==> config.mk <==
export PLATFORM = sky130hd
export DESIGN_NAME = touch_to_midi_note_mapper_core
export DESIGN_NICKNAME = d
export VERILOG_FILES = /design/src/rtl/core/tmm_pkg.sv /design/src/rtl/core/tmm_ram.sv /design/src/rtl/core/touch_to_midi_note_mapper_core.sv
export SDC_FILE = /design/constraint.sdc
export NUM_CORES = 2
export LEC_CHECK = 0
export ABC_AREA = 1
export BUFFER_PORTS_ARGS = -buffer_cell sky130_fd_sc_hd__buf_2
export CAP_MARGIN = 20
export CORE_MARGIN = 4
export CORE_UTILIZATION = 45
export CTS_BUF_LIST = sky130_fd_sc_hd__clkbuf_4 sky130_fd_sc_hd__clkbuf_8 sky130_fd_sc_hd__clkbuf_16
export CTS_CLUSTER_DIAMETER = 80
export DETAILED_ROUTE_END_ITERATION = 7
export GPL_TIMING_DRIVEN = 1
export MAX_ROUTING_LAYER = met4
export PLACE_DENSITY = 0.7
export SYNTH_ARGS = -nofsm -noshare
export SYNTH_HDL_FRONTEND = slang
export SYNTH_HIERARCHICAL = 1
export SYNTH_SLANG_ARGS = --single-unit
==> constraint.sdc <==
create_clock -name i_clk -period 26.1 [get_ports i_clk]
set_input_delay 5.22 -clock i_clk [delete_from_list [all_inputs] [get_ports i_clk]]
set_output_delay 5.22 -clock i_clk [all_outputs]
set_load 0.01 [all_outputs]
==> src/rtl/core/tmm_pkg.sv <==
// shared types and constants of the touch to midi note mapper
package tmm_pkg;

    localparam logic [1:0] OP_ON   = 2'd0;
    localparam logic [1:0] OP_SET  = 2'd1;
    localparam logic [1:0] OP_OFF  = 2'd2;
    localparam logic [1:0] OP_IDLE = 2'd3;

    localparam logic [1:0] CFG_SENSOR_COUNT      = 2'd0;
    localparam logic [1:0] CFG_OCTAVE_NUMBER     = 2'd1;
    localparam logic [1:0] CFG_PRESSURE_MODE     = 2'd2;
    localparam logic [1:0] CFG_CONTROLLER_NUMBER = 2'd3;

    localparam logic [1:0] MODE_CC      = 2'd0;
    localparam logic [1:0] MODE_POLY    = 2'd1;
    localparam logic [1:0] MODE_CHANNEL = 2'd2;

    localparam logic [3:0] ST_NOTE_OFF  = 4'h8;
    localparam logic [3:0] ST_NOTE_ON   = 4'h9;
    localparam logic [3:0] ST_POLY_PRES = 4'hA;
    localparam logic [3:0] ST_CTRL      = 4'hB;
    localparam logic [3:0] ST_CHAN_PRES = 4'hD;
    localparam logic [3:0] ST_BEND      = 4'hE;

    localparam logic [6:0]  VEL_FULL     = 7'h7f;
    localparam logic [6:0]  CTL_LSB_MAX  = 7'h0d;
    localparam logic [13:0] BEND_CENTER  = 14'h1fff;
    localparam logic [13:0] BEND_MAX     = 14'h3fff;
    localparam logic [1:0]  LEN_TWO      = 2'd2;
    localparam logic [1:0]  LEN_THREE    = 2'd3;

    typedef struct packed {
        logic [1:0]  operation;
        logic [31:0] blob_id;
        logic [3:0]  group_id;
        logic [15:0] position;
        logic [13:0] pressure;
        logic [15:0] frame_offset;
    } t_event;

    typedef struct packed {
        logic [7:0]  status_byte;
        logic [6:0]  data_one;
        logic [6:0]  data_two;
        logic [1:0]  message_length;
        logic [15:0] frame_offset_out;
        logic        last_message;
    } t_msg;

    typedef struct packed {
        logic [31:0] blob_id;
        logic [3:0]  channel;
        logic [6:0]  key;
    } t_slot;

endpackage

==> src/rtl/core/tmm_ram.sv <==
// generic single write port ram with registered read
module tmm_ram #(
    parameter int WIDTH = 8,
    parameter int DEPTH = 16
) (
    input  logic                     i_clk,
    input  logic                     i_we,
    input  logic [$clog2(DEPTH)-1:0] i_waddr,
    input  logic [WIDTH-1:0]         i_wdata,
    input  logic [$clog2(DEPTH)-1:0] i_raddr,
    output logic [WIDTH-1:0]         o_rdata
);

    logic [WIDTH-1:0] r_mem [DEPTH];
    logic [WIDTH-1:0] r_rdata;

    always_ff @(posedge i_clk) begin
        if (i_we) begin
            r_mem[i_waddr] <= i_wdata;
        end
        r_rdata <= r_mem[i_raddr];
    end

    assign o_rdata = r_rdata;

endmodule

==> src/rtl/core/touch_to_midi_note_mapper_core.sv <==
// top level of the touch to midi note mapper: slot table, pitch math and message sequencer
//
// An event is taken when start is high and busy is low; busy then stays high until every
// message of the event has been strobed out. Messages appear on o_result with o_strobe and
// cannot be held off, and no new event is taken while busy is high. An event passes through
// the pitch and key arithmetic states S_CALC0 to S_CALC4, a scan of the slot ram with a read
// and a compare per slot, a 28-step restoring divider for the pitch bend and then its
// messages. Events that send no message, or find no slot, finish after the scan; an idle
// event clears the table in its accepting cycle.
module touch_to_midi_note_mapper_core
    import tmm_pkg::*;
#(
    parameter int TABLE_ENTRIES = 16
) (
    input  logic       i_clk,
    input  logic       i_rst_n,
    input  logic       start,
    output logic       busy,
    input  t_event     i_event,
    output logic       o_strobe,
    output t_msg       o_result,
    input  logic       i_cfg_we,
    input  logic [1:0] i_cfg_idx,
    input  logic [7:0] i_cfg_data
);

    localparam int IDX_W = $clog2(TABLE_ENTRIES);
    localparam int SLOT_W = $bits(t_slot);

    typedef enum logic [4:0] {
        S_IDLE, S_CALC0, S_CALC1, S_CALC2, S_CALC3, S_CALC4,
        S_RD, S_CMP, S_MISS, S_HIT, S_ON, S_BEND0, S_DIV, S_BEND,
        S_CCL, S_CCM, S_POLY, S_CHAN
    } t_state;

    t_state r_state;

    logic [7:0] r_sensor_count;
    logic [3:0] r_octave_number;
    logic [1:0] r_pressure_mode;
    logic [6:0] r_controller_number;

    t_event             r_evt;
    logic [TABLE_ENTRIES-1:0] r_valid;
    logic [IDX_W-1:0]   r_idx;
    logic [IDX_W-1:0]   r_free_idx;
    logic               r_free_found;
    logic [23:0]        r_prod;
    logic [7:0]         r_q;
    logic [4:0]         r_mod;
    logic [29:0]        r_s;
    logic [10:0]        r_v;
    logic [6:0]         r_key_new;
    logic [3:0]         r_ch;
    logic [6:0]         r_key;
    logic [29:0]        r_t;
    logic [11:0]        r_rem;
    logic [27:0]        r_dvd;
    logic [4:0]         r_cnt;
    logic [13:0]        r_bend;
    logic               r_strobe;
    t_msg               r_result;

    t_slot              ram_rdata;
    t_slot              ram_wdata;
    logic               ram_we;

    logic [19:0] q_prod;
    logic [26:0] k_prod;
    logic [9:0]  k_full;
    logic [12:0] trial;
    logic [11:0] divisor;
    logic        hit;

    assign ram_we = (r_state == S_ON);
    assign ram_wdata = '{blob_id: r_evt.blob_id, channel: r_evt.group_id, key: r_key_new};

    tmm_ram #(.WIDTH(SLOT_W), .DEPTH(TABLE_ENTRIES)) u_slot_ram (
        .i_clk  (i_clk),
        .i_we   (ram_we),
        .i_waddr(r_idx),
        .i_wdata(ram_wdata),
        .i_raddr(r_idx),
        .o_rdata(ram_rdata)
    );

    assign q_prod  = 20'(r_sensor_count) * 20'd3641;
    assign k_prod  = 27'(r_v) * 27'd43691;
    assign k_full  = k_prod[26:17];
    assign divisor = {r_sensor_count, 4'b0000};
    assign trial   = {r_rem, r_dvd[27]};
    assign hit     = r_valid[r_idx] && (ram_rdata.blob_id == r_evt.blob_id);
    assign busy    = (r_state != S_IDLE);
    assign o_strobe = r_strobe;
    assign o_result = r_result;

    function automatic t_msg fn_msg(input logic [3:0] hi, input logic [3:0] ch,
                                    input logic [6:0] d1, input logic [6:0] d2,
                                    input logic [1:0] len, input logic last,
                                    input logic [15:0] fr);
        t_msg m;
        m.status_byte      = {hi, ch};
        m.data_one         = d1;
        m.data_two         = d2;
        m.message_length   = len;
        m.frame_offset_out = fr;
        m.last_message     = last;
        return m;
    endfunction

    always_ff @(posedge i_clk) begin
        if (!i_rst_n) begin
            r_sensor_count      <= 8'd160;
            r_octave_number     <= 4'd2;
            r_pressure_mode     <= MODE_CC;
            r_controller_number <= 7'd7;
        end else if (i_cfg_we) begin
            case (i_cfg_idx)
                CFG_SENSOR_COUNT:      r_sensor_count      <= i_cfg_data;
                CFG_OCTAVE_NUMBER:     r_octave_number     <= i_cfg_data[3:0];
                CFG_PRESSURE_MODE:     r_pressure_mode     <= i_cfg_data[1:0];
                CFG_CONTROLLER_NUMBER: r_controller_number <= i_cfg_data[6:0];
                default: ;
            endcase
        end
    end

    always_ff @(posedge i_clk) begin
        if (!i_rst_n) begin
            r_state  <= S_IDLE;
            r_valid  <= '0;
            r_strobe <= 1'b0;
        end else begin
            r_strobe <= 1'b0;
            case (r_state)
                S_IDLE: begin
                    if (start) begin
                        r_evt <= i_event;
                        if (i_event.operation == OP_IDLE) begin
                            r_valid <= '0;
                        end else begin
                            r_state <= S_CALC0;
                        end
                    end
                end
                S_CALC0: begin
                    r_prod  <= 24'(r_evt.position) * 24'(r_sensor_count);
                    r_q     <= {4'b0000, q_prod[19:16]};
                    r_state <= S_CALC1;
                end
                S_CALC1: begin
                    r_mod   <= 5'(r_sensor_count - 8'(r_q * 8'd18));
                    r_state <= S_CALC2;
                end
                S_CALC2: begin
                    r_s <= 30'(r_octave_number) * 30'd4718592 + {5'b0, r_prod, 1'b0}
                         - 30'd196608 - {9'b0, r_mod, 16'b0};
                    r_state <= S_CALC3;
                end
                S_CALC3: begin
                    r_v     <= r_s[29] ? 11'd0 : r_s[27:17];
                    r_state <= S_CALC4;
                end
                S_CALC4: begin
                    r_key_new    <= (k_full > 10'd127) ? 7'd127 : k_full[6:0];
                    r_idx        <= '0;
                    r_free_found <= 1'b0;
                    r_state      <= S_RD;
                end
                S_RD: begin
                    r_state <= S_CMP;
                end
                S_CMP: begin
                    if (!r_valid[r_idx] && !r_free_found) begin
                        r_free_found <= 1'b1;
                        r_free_idx   <= r_idx;
                    end
                    if (hit) begin
                        r_ch    <= ram_rdata.channel;
                        r_key   <= ram_rdata.key;
                        r_state <= S_HIT;
                    end else if (r_idx == IDX_W'(TABLE_ENTRIES - 1)) begin
                        r_state <= S_MISS;
                    end else begin
                        r_idx   <= r_idx + IDX_W'(1);
                        r_state <= S_RD;
                    end
                end
                S_MISS: begin
                    if (r_evt.operation == OP_ON && r_free_found) begin
                        r_idx   <= r_free_idx;
                        r_state <= S_ON;
                    end else begin
                        r_state <= S_IDLE;
                    end
                end
                S_HIT: begin
                    case (r_evt.operation)
                        OP_OFF: begin
                            r_valid[r_idx] <= 1'b0;
                            r_strobe <= 1'b1;
                            r_result <= fn_msg(ST_NOTE_OFF, r_ch, r_key, VEL_FULL,
                                               LEN_THREE, 1'b1, r_evt.frame_offset);
                            r_state  <= S_IDLE;
                        end
                        OP_ON:   r_state <= S_ON;
                        default: r_state <= S_BEND0;
                    endcase
                end
                S_ON: begin
                    r_valid[r_idx] <= 1'b1;
                    r_ch     <= r_evt.group_id;
                    r_key    <= r_key_new;
                    r_strobe <= 1'b1;
                    r_result <= fn_msg(ST_NOTE_ON, r_evt.group_id, r_key_new, VEL_FULL,
                                       LEN_THREE, 1'b0, r_evt.frame_offset);
                    r_state  <= S_BEND0;
                end
                S_BEND0: begin
                    r_t <= r_s - 30'(r_key) * 30'd393216 + 30'(r_sensor_count) * 30'd131056;
                    r_state <= S_DIV;
                    r_cnt   <= '0;
                    r_rem   <= '0;
                end
                S_DIV: begin
                    if (r_sensor_count == 8'd0) begin
                        r_bend  <= BEND_CENTER;
                        r_state <= S_BEND;
                    end else if (r_t[29]) begin
                        r_bend  <= '0;
                        r_state <= S_BEND;
                    end else if (r_cnt == 5'd0) begin
                        r_dvd <= r_t[27:0];
                        r_cnt <= 5'd1;
                    end else begin
                        if (trial >= {1'b0, divisor}) begin
                            r_rem <= 12'(trial - {1'b0, divisor});
                            r_dvd <= {r_dvd[26:0], 1'b1};
                        end else begin
                            r_rem <= trial[11:0];
                            r_dvd <= {r_dvd[26:0], 1'b0};
                        end
                        if (r_cnt == 5'd28) begin
                            r_state <= S_BEND;
                        end else begin
                            r_cnt <= r_cnt + 5'd1;
                        end
                        r_bend <= BEND_MAX;
                    end
                end
                S_BEND: begin
                    logic [13:0] b;
                    b = r_bend;
                    if (r_sensor_count != 8'd0 && !r_t[29]) begin
                        b = (r_dvd > 28'(BEND_MAX)) ? BEND_MAX : r_dvd[13:0];
                    end
                    r_strobe <= 1'b1;
                    r_result <= fn_msg(ST_BEND, r_ch, b[6:0], b[13:7], LEN_THREE,
                                       r_pressure_mode == 2'd3, r_evt.frame_offset);
                    case (r_pressure_mode)
                        MODE_CC:      r_state <= (r_controller_number <= CTL_LSB_MAX) ?
                                                 S_CCL : S_CCM;
                        MODE_POLY:    r_state <= S_POLY;
                        MODE_CHANNEL: r_state <= S_CHAN;
                        default:      r_state <= S_IDLE;
                    endcase
                end
                S_CCL: begin
                    r_strobe <= 1'b1;
                    r_result <= fn_msg(ST_CTRL, r_ch, r_controller_number | 7'h20,
                                       r_evt.pressure[6:0], LEN_THREE, 1'b0,
                                       r_evt.frame_offset);
                    r_state  <= S_CCM;
                end
                S_CCM: begin
                    r_strobe <= 1'b1;
                    r_result <= fn_msg(ST_CTRL, r_ch, r_controller_number,
                                       r_evt.pressure[13:7], LEN_THREE, 1'b1,
                                       r_evt.frame_offset);
                    r_state  <= S_IDLE;
                end
                S_POLY: begin
                    r_strobe <= 1'b1;
                    r_result <= fn_msg(ST_POLY_PRES, r_ch, r_key, r_evt.pressure[13:7],
                                       LEN_THREE, 1'b1, r_evt.frame_offset);
                    r_state  <= S_IDLE;
                end
                S_CHAN: begin
                    r_strobe <= 1'b1;
                    r_result <= fn_msg(ST_CHAN_PRES, r_ch, r_evt.pressure[13:7], 7'd0,
                                       LEN_TWO, 1'b1, r_evt.frame_offset);
                    r_state  <= S_IDLE;
                end
                default: r_state <= S_IDLE;
            endcase
        end
    end

    a_last_ends: assert property (@(posedge i_clk) disable iff (!i_rst_n)
        o_strobe && o_result.last_message |=> !o_strobe)
        else $error("message after last message of a transaction");

    a_short_is_last: assert property (@(posedge i_clk) disable iff (!i_rst_n)
        o_strobe && o_result.message_length == LEN_TWO |-> o_result.last_message)
        else $error("two byte message not last");

    a_idle_clears: assert property (@(posedge i_clk) disable iff (!i_rst_n)
        start && !busy && i_event.operation == OP_IDLE |=> r_valid == '0)
        else $error("idle transaction left slots valid");

endmodule

==> results by group <==
Worst setup path
  – Worst Setup Start Kind: input pin
  – Slowest CP cell: buf_4
  – Worst reg-to-reg setup slack: 19.13 ns
  – Number of cells on the critical path: 5
  – FF-to-FF path depth: 24
  – Critical path endpoint: r_evt[42]$_DFFE_PP_
  – R2r startpoint: r_sensor_count[3]$_SDFFE_PN0P_
  – Crit-path max FO: 54
  – CP delay by family, top: buffers and inverters
  – CP peak stage delay: 0.80 ns
  – Critical Path End Type: register
  – Setup crit start: i_rst_n
  – Bufs and invs on worst path: 4
  – Worst EP required: 26.39 ns
  – CP dominant cell by count: buf_4
  – Crit Path Class: in -> reg
  – Worst r2r dst: r_t[26]$_DFFE_PP_
  – CP Cell Sequence: buf_2, inv_1, buf_4, nor3_2, buf_4
  – Critical Path AT: 7.47 ns

Place
  – HPWL Detailed: 90.9 mm
  – Port bufs: 138
  – Final RePlAce weighted congestion: 0.936

Detailed routing
  – Met1 wire length: 60.2 mm
  – DR DRC count: 0
  – Antenna Violating Nets Remaining: 0
  – DRT iter0 DRCs: 3132
  – Top sig layer: met4
  – 1st-pass router iterations: 6
  – Post-Route WL: 141 mm
  – Vias: 39600
  – Routed len/inst: 18.4 µm
  – Vias per inst: 5.16
  – Met2 Wirelength: 68.6 mm
  – Detail Route met3 WL: 8.85 mm

Die
  – Rows: 130
  – Die Span X: 365 µm
  – Die area: 133000 µm²
  – Core Region: 126000 µm²
  – Die H: 365 µm
  – # IOs: 141
  – Initial Utilization: 0.455

Synthesis
  – Most used standard cell by instance count after synthesis: nand2_1
  – Most frequent cells after synthesis: nand2_1, inv_1, edfxtp_1
  – Yosys cell types: 58
  – Top_reg_cell synth: edfxtp_1
  – Synth top area share: 0.516
  – Synthesized area: 57300 µm²
  – Yosys top cell by area: edfxtp_1
  – Synthesized instance count: 5825
  – Synth warnings: 6
  – Syn Area/Cell: 9.84 µm²
  – EDFF count, synth: 986
  – Sequential share of the synthesized area: 0.546
  – Number of synthesized register bits: 1072
  – Async SR Flop Fraction: 0
  – Synth area leaders: edfxtp_1, nand2_1, inv_1

Global route
  – First-pass GRT wire length: 218 mm
  – Vias in the first global route: 38900
  – GR Overflow Total: 0
  – Initial antenna violation count: 3
  – Total Routing Usage GR: 0.217
  – Largest net degree at the start of global routing: 150

Clocking
  – Clock latency on the worst-skew pair: 0.74 ns
  – Reg clk slew, reported paths: 0.06 ns
  – CTS Buf Count: 109
  – CTS Buffer Depth: 3
  – Clock tree sinks: 1072
  – CTS tree: yes
  – CTS Hold Buffers Added: 0
  – # resized after CTS: 0
  – H-tree lvl count: 3
  – Root buf cell: clkbuf_16
  – Post-CTS Setup Bufs: 0

Worst hold path
  – Hold crit path type: reg -> reg

Timing
  – Max Clk Rate: 0.139 GHz
  – RSZ-0062 raised after global routing: false
  – Max Slew Vio Count: 0
  – Setup Skew: 0.0641 ns
  – Setup-failing EPs final: 0
  – Period minus WS final: 7.18 ns
  – Period utilization: 0.275
  – Final Hold Viols: 0
  – Worst-margin pin slew: 1.15 ns
  – TNS Setup: 0 ns
  – Worst slew margin: 0.231

Cells and area
  – Share of post-route cells with drive strength above 1: 0.0770
  – Final #Nets: 6496
  – Fillers: 11000
  – Area Overhead vs Synth: 10.8%

Power and ir drop
  – Switching power total: 1.63 mW
  – VDD IR-drop max: 91.5 µV
  – Total Power: 5.06 mW
  – Clock power share: 0.318
  – Internal power: 3.43 mW
  – Leak Pwr: 28.4 nW
  – Register share of total power: 0.398
  – PD cells: 79.7 nW/µm²
  – Combinational Power Share: 0.284
  – Switching portion of total power: 0.323

Outcome
  – Status: complete, no violations

Flow run
  – Max-cap violations: 0
==> worst register-to-register path, stage by stage (launching register included) <==
cell     delay [ns]
dfxtp_1        0.29
buf_4          0.23
fa_1           0.77
inv_1          0.14
fa_1           0.61
inv_1          0.13
fa_1           0.57
fa_1           0.44
ha_1           0.37
nand2_1        0.10
inv_1          0.04
a21oi_1        0.24
o21ai_0        0.20
a21oi_1        0.17
o21ai_0        0.17
nand2_1        0.10
nand2_1        0.06
xor2_1         0.20
fa_1           0.47
ha_1           0.39
nand2_1        0.16
nor4_1         0.39
o21ai_0        0.27
nand4_1        0.16
nand2_1        0.07
==> cells by family after synthesis <==
logic type,synth area share
simple gates,0.180
buf+inv,0.0892
flops,0.546
fa+ha+maj,0.126
compound gates,0.0395
xor+xnor,0.0188
mux,0.000349
other cells,0.0000654
==> how the worst min path moves through the flow <==
| stage | start | cells after the start | end | slack [ns] |
|---|---|---|---|---|
| after CTS | r_prod[12]$_DFFE_PP_ | 0 | r_s[13]$_DFFE_PP_ | 0.41 |
| final | r_evt[12]$_DFFE_PP_ | 0 | o_result[13]$_DFFE_PP_ | 0.42 |
| after detailed placement | r_evt[12]$_DFFE_PP_ | 0 | o_result[13]$_DFFE_PP_ | 0.40 |
| after global placement | r_evt[7]$_DFFE_PP_ | 0 | o_result[8]$_DFFE_PP_ | 0.40 |
| after floorplan | r_evt[9]$_DFFE_PP_ | 0 | o_result[10]$_DFFE_PP_ | 0.40 |
| after global routing | r_prod[14]$_DFFE_PP_ | 0 | r_s[15]$_DFFE_PP_ | 0.42 |
==> through the flow <==
| step | instances | cell area, µm² | util | hold WS [ns] | setup slack, ns |
|---|---|---|---|---|---|
| 2_1_floorplan | 5826 | 57300 | - | 0.400 | 13.94 |
| 3_3_place_gp | 7466 | 59700 | 0.473 | 0.401 | 18.30 |
| 3_5_place_dp | 7466 | 59700 | 0.473 | 0.405 | 18.26 |
| 4_1_cts | 7672 | 63500 | 0.504 | 0.411 | 18.90 |
| 5_1_grt | 7674 | 63500 | 0.504 | 0.418 | 18.66 |
| 6_report | 7675 | 63500 | 0.504 | 0.418 | 18.92 |
==> power by group through the flow <==
stage | Clock, mW | Combinational (mW) | Sequential (mW)
finish | 1.61 | 1.44 | 2.02
global placement | 0 | 1.43 | 2.05
global route | 1.71 | 1.63 | 2.02
detailed placement | 0 | 1.43 | 2.05
floorplan | 0 | 1.06 | 2.03
CTS | 1.64 | 1.44 | 2.02
==> layer usage <==
layer  global-route usage  vias up
met4               0.0622        0
met3               0.0307      226
met5                    -        -
met1                0.281    19200
met2                0.360     1160
li1                     -    19100
==> layout make-up <==
type,instances,area (µm²),area share
antenna,1,2.50,0.0000394
clock buffer,158,3200,0.0504
clock inverter,48,599,0.00943
inverter,1102,4150,0.0654
multi-input combinational,3450,21000,0.331
sequential,1072,31300,0.493
tap,1650,2060,0.0325
timing repair buffer,194,1130,0.0178
==> registers in the layout, indices dropped and copies added, names as in the netlist, 7 cells and up <==
signal,count
u_slot_ram/r_mem,688
r_evt,84
u_slot_ram/o_rdata,43
o_result,39
r_s,29
r_dvd,28
r_t,28
r_prod,24
r_valid,16
r_rem,12
r_v,11
r_sensor_count,8
r_controller_number,7
r_key,7
r_key_new,7
==> cells in the final DEF (no fill, tap or decap), drive strengths merged, types with 2 or more instances in the layout <==
| cell type | n |
|---|---|
| a21boi | 5 |
| a22oi | 8 |
| edfxtp | 986 |
| mux2i | 2 |
| a211oi | 11 |
| ha | 289 |
| a21o | 12 |
| xor2 | 73 |
| o2111ai | 2 |
| inv | 1108 |
| nor4 | 17 |
| or2 | 7 |
| buf | 194 |
| o21bai | 15 |
| xnor2 | 50 |
| clkinv | 32 |
| conb | 2 |
| nand3 | 614 |
| clkbuf | 158 |
| clkinvlp | 2 |
| a21oi | 168 |
| a31oi | 6 |
| bufinv | 8 |
| nand4 | 30 |
| fa | 180 |
| nand2 | 1514 |
| nand3b | 8 |
| dfxtp | 86 |
| o211ai | 10 |
| o21ai | 146 |
| nor3 | 37 |
| and2 | 2 |
| o31ai | 5 |
| and3 | 2 |
| o21a | 2 |
| nor2 | 222 |
| a221oi | 6 |
Power figures use the tool's default switching activity.
